$ cat config.mk
export PLATFORM = sky130hd
export DESIGN_NAME = pcg32_bounded_random_generator
export DESIGN_NICKNAME = d
export VERILOG_FILES = /design/src/design/pcgb_pkg.sv /design/src/design/pcg32_bounded_random_generator.sv /design/src/design/pcgb_rem.sv
export SDC_FILE = /design/constraint.sdc
export NUM_CORES = 2
export LEC_CHECK = 0
export BUFFER_PORTS_ARGS = -buffer_cell sky130_fd_sc_hd__buf_2
export CAP_MARGIN = 20
export CORE_AREA = 2 2 371 520
export CTS_BUF_LIST = sky130_fd_sc_hd__clkbuf_8
export CTS_CLUSTER_DIAMETER = 120
export CTS_CLUSTER_SIZE = 20
export DETAILED_ROUTE_END_ITERATION = 8
export DIE_AREA = 0 0 373 522
export GPL_TIMING_DRIVEN = 0
export PLACE_DENSITY_LB_ADDON = 0.3
export SLEW_MARGIN = 20
export SYNTH_ARGS = -nofsm -noshare
export SYNTH_HDL_FRONTEND = slang
export SYNTH_SLANG_ARGS = --single-unit
$ cat constraint.sdc
create_clock -name clk -period 11.5 [get_ports clk]
set_clock_uncertainty 0.15 [all_clocks]
set_input_delay 0.575 -clock clk [delete_from_list [all_inputs] [get_ports clk]]
set_output_delay 0.575 -clock clk [all_outputs]
set_load 0.02 [all_outputs]
$ cat src/design/pcgb_pkg.sv
// ----------------------------------------------------------------------------
// pcgb_pkg : shared types and constants of the PCG32 bounded generator
// Command codes, sequencer states, LCG constants and the XSH-RR output mix.
// ----------------------------------------------------------------------------
package pcgb_pkg;

  localparam int unsigned WORD_W     = 32;
  localparam int unsigned STATE_W    = 64;
  localparam int unsigned STREAM_W   = 63;
  localparam int unsigned CFG_DATA_W = 64;
  localparam int unsigned CFG_IDX_W  = 1;
  localparam int unsigned IN_DATA_W  = 96;
  localparam int unsigned CMD_W      = 2;

  localparam logic [STATE_W-1:0] LCG_MULT    = 64'h5851_F42D_4C95_7F2D;
  // State after seeding from zero seed and stream zero.
  localparam logic [STATE_W-1:0] RESET_STATE = 64'h5851_F42D_4C95_7F2E;
  localparam logic [STATE_W-1:0] RESET_INC   = 64'd1;

  localparam int unsigned XS_SHIFT  = 18;
  localparam int unsigned MIX_SHIFT = 27;
  localparam int unsigned ROT_SHIFT = 59;

  localparam logic [CFG_IDX_W-1:0] CFG_SEED   = 1'b0;
  localparam logic [CFG_IDX_W-1:0] CFG_STREAM = 1'b1;

  typedef enum logic [CMD_W-1:0] {
    CMD_RESEED  = 2'd0,
    CMD_RAW     = 2'd1,
    CMD_BOUNDED = 2'd2,
    CMD_RANGE   = 2'd3
  } cmd_t;

  typedef enum logic [3:0] {
    S_IDLE,
    S_SEED,
    S_LIM,
    S_DIV,
    S_M0,
    S_M1,
    S_M2,
    S_ADD,
    S_BMUL,
    S_CHK,
    S_OUT
  } seq_state_t;

  // XSH-RR: xorshift high, then rotate right by the top five bits.
  function automatic logic [WORD_W-1:0] xsh_rr(input logic [STATE_W-1:0] old);
    logic [STATE_W-1:0]  xs;
    logic [WORD_W-1:0]   mixed;
    logic [4:0]          rot;
    logic [2*WORD_W-1:0] dbl;
    xs    = (old >> XS_SHIFT) ^ old;
    mixed = xs[MIX_SHIFT +: WORD_W];
    rot   = old[ROT_SHIFT +: 5];
    dbl   = {mixed, mixed} >> rot;
    return dbl[WORD_W-1:0];
  endfunction

endpackage

$ cat src/design/pcg32_bounded_random_generator.sv
// ----------------------------------------------------------------------------
// pcg32_bounded_random_generator : PCG32 (XSH-RR) with unbiased bounded draws
// One shared 32x32 multiplier, stepped by a small sequencer, advances the
// 64-bit LCG and forms the bounded product; a bit-serial unit finds the
// rejection threshold.
// ----------------------------------------------------------------------------
// Raw draw: takes its word and steps the LCG (S_M0 to S_ADD), then S_OUT.
// Reseed: S_SEED, then the same LCG step, with no result. Bounded and range
// draws: 32-step remainder, then LCG step, product and compare, redone for
// every rejected word. Bound of zero or one, reversed or full range: no draw.
// Throughput: one item at a time; s_tready is high only while idle.
// Reset (rst, synchronous): generator state as if reseeded from zero seed and
// stream zero, increment one, result register empty.
// ----------------------------------------------------------------------------
module pcg32_bounded_random_generator import pcgb_pkg::*; (
  input  logic                  clk,
  input  logic                  rst,
  // configuration write port
  input  logic                  cfg_we,
  input  logic [CFG_IDX_W-1:0]  cfg_index,
  input  logic [CFG_DATA_W-1:0] cfg_data,
  // input items
  input  logic                  s_tvalid,
  output logic                  s_tready,
  input  logic [IN_DATA_W-1:0]  s_tdata,   // bound[31:0], range_low[63:32], range_high[95:64]
  input  logic [CMD_W-1:0]      s_tuser,   // cmd[1:0]
  // result items
  output logic                  m_tvalid,
  input  logic                  m_tready,
  output logic [WORD_W-1:0]     m_tdata    // value[31:0]
);

  // --------------------------------------------------------------------------
  // Configuration registers
  // --------------------------------------------------------------------------
  logic [STATE_W-1:0]  seed_value;
  logic [STREAM_W-1:0] stream_select;

  always_ff @(posedge clk) begin
    if (rst) begin
      seed_value    <= '0;
      stream_select <= '0;
    end else if (cfg_we) begin
      unique case (cfg_index)
        CFG_SEED:   seed_value    <= cfg_data;
        CFG_STREAM: stream_select <= cfg_data[STREAM_W-1:0];
        default:    ;
      endcase
    end
  end

  // --------------------------------------------------------------------------
  // Input unpacking
  // --------------------------------------------------------------------------
  logic [WORD_W-1:0] in_bound;
  logic [WORD_W-1:0] in_low;
  logic [WORD_W-1:0] in_high;
  cmd_t              in_cmd;
  logic              in_lt;
  logic [WORD_W-1:0] in_width;

  assign in_bound = s_tdata[WORD_W-1:0];
  assign in_low   = s_tdata[2*WORD_W-1:WORD_W];
  assign in_high  = s_tdata[3*WORD_W-1:2*WORD_W];
  assign in_cmd   = cmd_t'(s_tuser);
  assign in_lt    = $signed(in_low) < $signed(in_high);
  assign in_width = in_high - in_low + WORD_W'(1);

  // --------------------------------------------------------------------------
  // Sequencer and datapath registers
  // --------------------------------------------------------------------------
  seq_state_t          fsm;
  seq_state_t          fsm_next;
  cmd_t                cmd;
  logic [WORD_W-1:0]   base;     // added to a bounded draw (range low, else zero)
  logic [WORD_W-1:0]   limit;    // bound of the draw; zero or one means no draw
  logic [WORD_W-1:0]   thresh;   // rejection threshold
  logic [WORD_W-1:0]   word;     // output word of the latest step
  logic [STATE_W-1:0]  acc;      // partial LCG product
  logic [STATE_W-1:0]  prod;     // registered multiplier output
  logic [STATE_W-1:0]  gen_state;
  logic [STATE_W-1:0]  stream_increment;
  logic [WORD_W-1:0]   result;

  logic                accept;
  logic                out_free;
  logic                limit_trivial;
  logic                draw_ok;
  logic                div_start;
  logic                div_done;
  logic [WORD_W-1:0]   div_rem;
  logic [WORD_W-1:0]   mul_a;
  logic [WORD_W-1:0]   mul_b;
  logic [STATE_W-1:0]  mul_p;

  assign accept        = s_tvalid && s_tready;
  assign out_free      = !m_tvalid || m_tready;
  assign limit_trivial = (limit[WORD_W-1:1] == '0);
  assign draw_ok       = (prod[WORD_W-1:0] >= thresh);

  // Next state
  always_comb begin
    fsm_next = fsm;
    unique case (fsm)
      S_IDLE: begin
        if (s_tvalid) begin
          unique case (in_cmd)
            CMD_RESEED: fsm_next = S_SEED;
            CMD_RAW:    fsm_next = S_M0;
            default:    fsm_next = S_LIM;
          endcase
        end
      end
      S_SEED:  fsm_next = S_M0;
      S_LIM:   fsm_next = limit_trivial ? S_OUT : S_DIV;
      S_DIV:   fsm_next = div_done ? S_M0 : S_DIV;
      S_M0:    fsm_next = S_M1;
      S_M1:    fsm_next = S_M2;
      S_M2:    fsm_next = S_ADD;
      S_ADD: begin
        unique case (cmd)
          CMD_RESEED: fsm_next = S_IDLE;
          CMD_RAW:    fsm_next = S_OUT;
          default:    fsm_next = S_BMUL;
        endcase
      end
      S_BMUL:  fsm_next = S_CHK;
      S_CHK:   fsm_next = draw_ok ? S_OUT : S_M0;
      S_OUT:   fsm_next = out_free ? S_IDLE : S_OUT;
      default: fsm_next = S_IDLE;
    endcase
  end

  // Outputs of the sequencer: handshake, divider kick and multiplier operands.
  // The LCG step keeps only the low 64 bits of state * multiplier, so the
  // high-by-high partial product is never needed.
  always_comb begin
    s_tready  = (fsm == S_IDLE);
    div_start = (fsm == S_LIM) && !limit_trivial;
    unique case (fsm)
      S_M0: begin
        mul_a = gen_state[WORD_W-1:0];
        mul_b = LCG_MULT[WORD_W-1:0];
      end
      S_M1: begin
        mul_a = gen_state[WORD_W-1:0];
        mul_b = LCG_MULT[STATE_W-1:WORD_W];
      end
      S_M2: begin
        mul_a = gen_state[STATE_W-1:WORD_W];
        mul_b = LCG_MULT[WORD_W-1:0];
      end
      default: begin
        mul_a = word;
        mul_b = limit;
      end
    endcase
  end

  // The one shared multiplier, registered every cycle.
  assign mul_p = {{WORD_W{1'b0}}, mul_a} * {{WORD_W{1'b0}}, mul_b};

  always_ff @(posedge clk) begin
    prod <= mul_p;
  end

  always_ff @(posedge clk) begin
    if (rst) begin
      fsm <= S_IDLE;
    end else begin
      fsm <= fsm_next;
    end
  end

  // Generator state: reset value is the reseed of the reset configuration.
  always_ff @(posedge clk) begin
    if (rst) begin
      gen_state        <= RESET_STATE;
      stream_increment <= RESET_INC;
    end else begin
      unique case (fsm)
        // Seeding from zero: the first step leaves the increment, then add seed.
        S_SEED: begin
          stream_increment <= {stream_select, 1'b1};
          gen_state        <= {stream_select, 1'b1} + seed_value;
        end
        S_ADD: begin
          gen_state <= acc + {prod[WORD_W-1:0], {WORD_W{1'b0}}} + stream_increment;
        end
        default: ;
      endcase
    end
  end

  // Item payload and partial products
  always_ff @(posedge clk) begin
    if (accept) begin
      cmd   <= in_cmd;
      base  <= (in_cmd == CMD_RANGE) ? in_low : '0;
      // A reversed range draws nothing: hand it a limit of zero.
      limit <= (in_cmd == CMD_RANGE) ? (in_lt ? in_width : '0) : in_bound;
    end
    if (fsm == S_DIV && div_done) begin
      thresh <= div_rem;
    end
    unique case (fsm)
      S_LIM: begin
        result <= base;
      end
      S_M0: begin
        word <= xsh_rr(gen_state);
      end
      S_M1: begin
        acc <= prod;
      end
      S_M2: begin
        acc[STATE_W-1:WORD_W] <= acc[STATE_W-1:WORD_W] + prod[WORD_W-1:0];
      end
      S_ADD: begin
        result <= word;
      end
      S_CHK: begin
        result <= base + prod[STATE_W-1:WORD_W];
      end
      default: ;
    endcase
  end

  // Output register: holds a finished item while the next one is taken in.
  always_ff @(posedge clk) begin
    if (rst) begin
      m_tvalid <= 1'b0;
    end else if (fsm == S_OUT && out_free) begin
      m_tvalid <= 1'b1;
    end else if (m_tready) begin
      m_tvalid <= 1'b0;
    end
  end

  always_ff @(posedge clk) begin
    if (fsm == S_OUT && out_free) begin
      m_tdata <= result;
    end
  end

  // --------------------------------------------------------------------------
  // Threshold unit: (2^32 - limit) mod limit
  // --------------------------------------------------------------------------
  pcgb_rem u_rem (
    .clk      (clk),
    .rst      (rst),
    .start    (div_start),
    .dividend (WORD_W'(0) - limit),
    .divisor  (limit),
    .done     (div_done),
    .rem      (div_rem)
  );

endmodule

$ cat src/design/pcgb_rem.sv
// ----------------------------------------------------------------------------
// pcgb_rem : iterative 32-bit remainder
// Restoring division, one quotient bit a cycle; pulses done with the remainder.
// ----------------------------------------------------------------------------
module pcgb_rem import pcgb_pkg::*; (
  input  logic              clk,
  input  logic              rst,
  input  logic              start,
  input  logic [WORD_W-1:0] dividend,
  input  logic [WORD_W-1:0] divisor,
  output logic              done,
  output logic [WORD_W-1:0] rem
);

  localparam int unsigned STEPS = WORD_W;
  localparam int unsigned CNT_W = $clog2(STEPS);

  logic              busy;
  logic [CNT_W-1:0]  cnt;
  logic [WORD_W-1:0] quo;
  logic [WORD_W-1:0] dvs;
  logic [WORD_W:0]   trial;
  logic [WORD_W:0]   diff;

  assign trial = {rem, quo[WORD_W-1]};
  assign diff  = trial - {1'b0, dvs};

  always_ff @(posedge clk) begin
    if (rst) begin
      busy <= 1'b0;
      done <= 1'b0;
      cnt  <= '0;
    end else begin
      done <= 1'b0;
      if (start) begin
        busy <= 1'b1;
        cnt  <= '0;
      end else if (busy) begin
        cnt <= cnt + 1'b1;
        if (cnt == CNT_W'(STEPS - 1)) begin
          busy <= 1'b0;
          done <= 1'b1;
        end
      end
    end
  end

  // Payload: load on start, shift one dividend bit in per cycle while busy.
  always_ff @(posedge clk) begin
    if (start) begin
      quo <= dividend;
      dvs <= divisor;
      rem <= '0;
    end else if (busy) begin
      quo <= quo << 1;
      if (!diff[WORD_W]) begin
        rem <= diff[WORD_W-1:0];
      end else begin
        rem <= trial[WORD_W-1:0];
      end
    end
  end

endmodule

## Word-level counts from Yosys, hierarchy flattened

Index checks and enable logic that the tools add are counted.

| operators by class | value |
|---|---|
| $add $sub $neg | 10 |
| $mul | 1 |
| divide/modulo/power cells | 0 |
| order comparisons | 2 |
| equal/unequal tests | 15 |
| shift-type cells | 1 |
| muxes and demuxes | 24 |
| bitwise logic cells | 3 |
| reductions and logical operators | 22 |

Operators by type and width:

| kind | number |
|---|---|
| $add 64x64->64 | 3 |
| $pmux 32 s2 | 3 |
| $mux 32 | 5 |
| $pmux 64 s2 | 1 |
| $pmux 32 s3 | 1 |
| $add 32x32->32 | 2 |
| $mul 32x32->64 | 1 |
| $shr 64x5->32 | 1 |
| $xor 46x59->59 | 1 |
| $pmux 4 s11 | 1 |
| $sub 33x32->33 | 1 |
| $add 32x1->32 const B | 1 |
| $ge 32x32->1 | 1 |
| $lt 32x32->1 | 1 |
| $sub 1x32->32 const A | 1 |
| $sub 32x32->32 | 1 |
| $logic_not 31->1 | 1 |
| $eq 4x3->1 const B | 4 |
| $mux 4 | 4 |
| $eq 4x4->1 const B | 3 |
| $eq 4x2->1 const B | 2 |
| $pmux 4 s2 | 1 |
| $reduce_bool 2->1 | 4 |
| $mux 1 | 6 |
| other kinds (18) | 28 |

| word-level totals | value |
|---|---|
| flip-flop bits (word level) | 684 |
| bits in latches | 0 |
| RAM bits | 0 |
| memory bits (read-only) | 0 |
| input port bits | 168 |
| memories kept | 0 |

## Depth between registers and ports, before layout

| logic depth | value |
|---|---|
| word-level depth | 4 |
| gate-level depth with buffers | 39 |
| mapped depth without buffers | 34 |

## By module

Synthesis repeated with hierarchy kept, for this count alone.

| unflattened totals | value |
|---|---|
| cell total of the unflattened synthesis | 8646 |
| area, all modules | 75701.4 um2 |

By module, submodules not included:

| module | times used | cells an instance | area an instance (um2) | seq. area each (um2) |
|---|---|---|---|---|
| pcg32_bounded_random_generator | 1 | 8049 | 69748.1 | 14213.6 |
| pcgb_rem | 1 | 597 | 5953.2 | 2702.6 |

## Worst setup path after synthesis

OpenSTA, ideal clock, no wires.

| timing path | value |
|---|---|
| path type | register to register |
| start point | register fsm[2] |
| end point | register prod[62] |
| arrival | 8.805 ns |
| data required time | 11.223 ns |
| slack | 2.418 ns |
| stages on the path, launching flop included | 35 |
| period minus slack after synthesis | 9.082 ns |
| cell sequence | dfxtp_1 > clkbuf_1 > nand2b_1 > or2_2 > clkbuf_1 > clkbuf_1 > nand2_1 > a21oi_1 > a21oi_1 > clkbuf_1 > nor2_1 > fa_1 > fa_1 > inv_1 > fa_1 > fa_1 > inv_1 > fa_1 > fa_1 > fa_1 > inv_1 > fa_1 > inv_1 > ha_1 > o21ai_0 > nor2_1 > a221oi_1 > nand2_1 > o21ai_1 > o21ai_1 > a31oi_1 > a21oi_1 > a31o_2 > and4_1 > or3_1 |

| between the ends | value |
|---|---|
| longest elaborated chain between the ends | 4 |
| elaborated cells between the ends (all ways) | 8 |

Ends and longest elaborated chain:

| element | line | source |
|---|---|---|
| start: declaration | pcg32_bounded_random_generator.sv:72 | `seq_state_t fsm;` |
| start signal: assignment | pcg32_bounded_random_generator.sv:171 | `fsm <= fsm_next;` |
| $eq 4x3->1 | pcg32_bounded_random_generator.sv:140 | `unique case (fsm)` |
| $reduce_or 2->1 (no source line) | -- |  |
| $pmux 32 s2 | pcg32_bounded_random_generator.sv:140 |  |
| $mul 32x32->64 (*) | pcg32_bounded_random_generator.sv:161 | `assign mul_p = {{WORD_W{1'b0}}, mul_a} * {{WORD_W{1'b0}}, mul_b};` |
| named net mul_p[62] | pcg32_bounded_random_generator.sv:94 | `logic [STATE_W-1:0] mul_p;` |
| end signal: assignment | pcg32_bounded_random_generator.sv:164 | `prod <= mul_p;` |
| end: declaration | pcg32_bounded_random_generator.sv:80 | `logic [STATE_W-1:0] prod;` |

The timed path passes the listed nets; every way through them passes the cells marked *.
A chain may end at the register's enable or synchronous reset.

## Worst setup path after layout

| timing path | value |
|---|---|
| start point | register fsm[2] |
| end point | register prod[48] |

Same word-level chain as after synthesis.

==> results.toml <==
[place]
port_buffers = 200
gp_congestion = 1.01
dp.cells = 11428
place_hpwl_um = 274000

[clock_tree]
htree_levels = 2
clockRootBuffer = "clkbuf_8"
cts_buffers = 40
clock_latency_ns = 0.80
clkTransAtPathRegs_ns = 0.14
clkSinkCount = 684
cts_buffer_depth = 3
cts_tree = "built"

[synthesis]
synth_area_per_cell_um2 = 8.69
synth_warnings = 0
yosys_most_used_dff = "dfxtp_1"
ys_ff_latch = 684
synth_fp_nets = 10452
synth_top_area_share_pct = 24.7
synth_largest_area_cell = "fa_1"
ys_seq_area_share_pct = 22.3
syn_area_um2 = 75700
netlist_instances = 8711
synth_area_leaders = "fa_1, edfxtp_1, ha_1"
synth-edff-count = 322
ys_types = 88
synthArstFlopShare_pct = 0

[global_route]
antenna_found_initial = 27
grt_max_degree = 60
grt_pass1_wl_um = 467000
grt_overflow = 0
grt_pass1_vias = 68001
grtUsageTotal_pct = 33.2

[routing]
antenna_left = 0
finalWirelength_um = 326000
viasPerCell = 5.69
wl_per_cell_um = 28.1
first_pass_iters = 8
drc_errors = 0
via_count = 66102
drt_iter0_markers = 6002

[sta]
finalMaxSlewViolations = 0
max_freq_mhz = 88.5
fin_crit_sh_pct = 98.3
tightest_slew_ns = 1.21
finalHoldViolations = 0
period_needed_ns = 11.30
rsz0062_at_grt = "true"
finalSetupViolations = 0
relSlewSlack_pct = 19.2

[die]
dieArea_um2 = 195000
num_rows = 190
core_region_area_um2 = 190000
pin_count = 202
die_w_um = 373
start_util_pct = 39.8
die_h_um = 522

[hold_path]
hold_path.class = "in2reg"
hold_path_depth = 3
min_from = "s_tdata[48]"
holdPathEnd = "base[16]$_SDFFCE_PP0P_"

[critical_path]
setup.worst_path.class = "reg2reg"
end_kind = "register"
max_stage_delay_ns = 0.60
rr_worst_depth = 34
worstPathRequired_ns = 12.02
path_max_fanout = 10
worstSetupStartpointType = "register"
r2r_end = "prod[48]$_DFF_P_"
critPathArrivalTime_ns = 11.82
critPathTopFamily = "adder cells"
crit_buf_inv = 9
critical_path.slowest_cell = "a21oi_1"
critPathMostFrequentCell = "fa_1"
r2r_start = "fsm[2]$_SDFFE_PP0P_"
reg2reg_setup_slack_ns = 0.20

[cells_and_area]
nets = 10822
final_util_pct = 43.4
fillerInstances = 19142
mostFrequentLayoutCell = "nand2_1"
layout_common_cells = "nand2_1, inv_1, fa_1, nor2_1, a21oi_1"
final_cell_count_no_fill = 11611
drive_gt1_share_pct = 5.83
syn_to_final_growth_pct = 9.16

[status]
status = "finished clean"

[job]
maxCapViolCount = 0
[metrics by stage]
step / TNS, ns / cell area [µm²] / setup WS (ns) / hold slack [ns]
after floorplan: 0 / 75700 / 2.42 / 0.250
after global placement: -19.92 / 79800 / -1.31 / 0.252
after detailed placement: -8.29 / 80300 / -0.794 / 0.255
after CTS: -0.000672 / 82300 / -0.000672 / 0.00541
after global routing: -0.0439 / 82600 / -0.0347 / 0.0352
final: 0 / 82600 / 0.196 / 0.0509
[metal layers]
metal	wire length [µm]	up-vias	track usage, %
met5	136	-	0
met2	154000	2782	56.1
met1	121000	33114	38.3
li1	-	29317	-
met3	20500	869	4.73
met4	30500	20	25.2
[registers in the layout, indices dropped and copies added (netlist names), 2 cells and up]
signal and cells:
acc 64, gen_state 64, prod 64, seed_value 64
stream_increment 63, stream_select 63, base 32, limit 32
m_tdata 32, result 32, thresh 32, u_rem.dvs 32
u_rem.quo 32, u_rem.rem 32, word 32, u_rem.cnt 5
fsm 4, cmd 2
[area by class of cell]
| class | count | area [µm²] | share of cell area, % |
|---|---|---|---|
| antenna | 8 | 20.0 | 0.0242 |
| buffer | 450 | 1880 | 2.27 |
| clock buffer | 41 | 564 | 0.683 |
| clock inverter | 27 | 126 | 0.153 |
| inverter | 1104 | 4140 | 5.01 |
| multi-input combinational | 6454 | 53200 | 64.4 |
| sequential | 684 | 16900 | 20.5 |
| tap | 2496 | 3120 | 3.78 |
| timing repair buffer | 347 | 2620 | 3.17 |
[synthesized netlist by cell type (50+ instances only)]
cell	n
dfxtp_1	362
nand2_1	1229
edfxtp_1	322
o21bai_1	64
nand2b_1	52
o21a_1	50
fa_1	934
xor2_1	132
a21o_1	237
nor3_1	58
inv_1	1100
xnor2_1	193
nand3_1	125
a21oi_1	680
nand4_1	73
ha_1	639
nor2_1	926
mux2i_1	92
clkbuf_1	424
o21ai_0	347
[how the worst max path moves through the flow]
stage                                    from               end  depth (start not counted)
after floorplan           fsm[2]$_SDFFE_PP0P_  prod[62]$_DFF_P_                         34
final                     fsm[2]$_SDFFE_PP0P_  prod[48]$_DFF_P_                         34
after detailed placement  fsm[3]$_SDFFE_PP0P_  prod[58]$_DFF_P_                         35
after global routing      fsm[2]$_SDFFE_PP0P_  prod[58]$_DFF_P_                         34
after global placement    fsm[3]$_SDFFE_PP0P_  prod[63]$_DFF_P_                         32
after CTS                 fsm[2]$_SDFFE_PP0P_  prod[58]$_DFF_P_                         35
[worst min-delay path, delay by kind of cell]
kind                   cells  cell delay (ns)
and+or+nand+nor            1             0.13
buffers and inverters      2             0.18
[kinds of logic (layout without fill, tap and decap cells)]
family                   Yosys count  in the layout  share of synthesized area [%]
AO/OA/AOI/OAI                   1757           1757                           14.3
XOR/XNOR                         327            327                           3.83
adder cells (fa/ha/maj)         1573           1573                           35.3
buffers and inverters           1573           1969                           7.84
flip-flops                       684            684                           22.3
multiplexers                     112            112                           1.57
other                              0              8                              0
AND/OR/NAND/NOR                 2685           2685                           14.9
[what timing repair did]
action,CTS,global route
pin swaps,0,1
hold buffers,123,0
cloned,0,0
buffers inserted,0,3
endpoints found under the hold margin,186,0
setup endpoints to repair,20,23
gates resized for setup,70,175
Power is not shown: default switching activity piles up to over one toggle a cycle in this logic, so the estimate is an artifact.
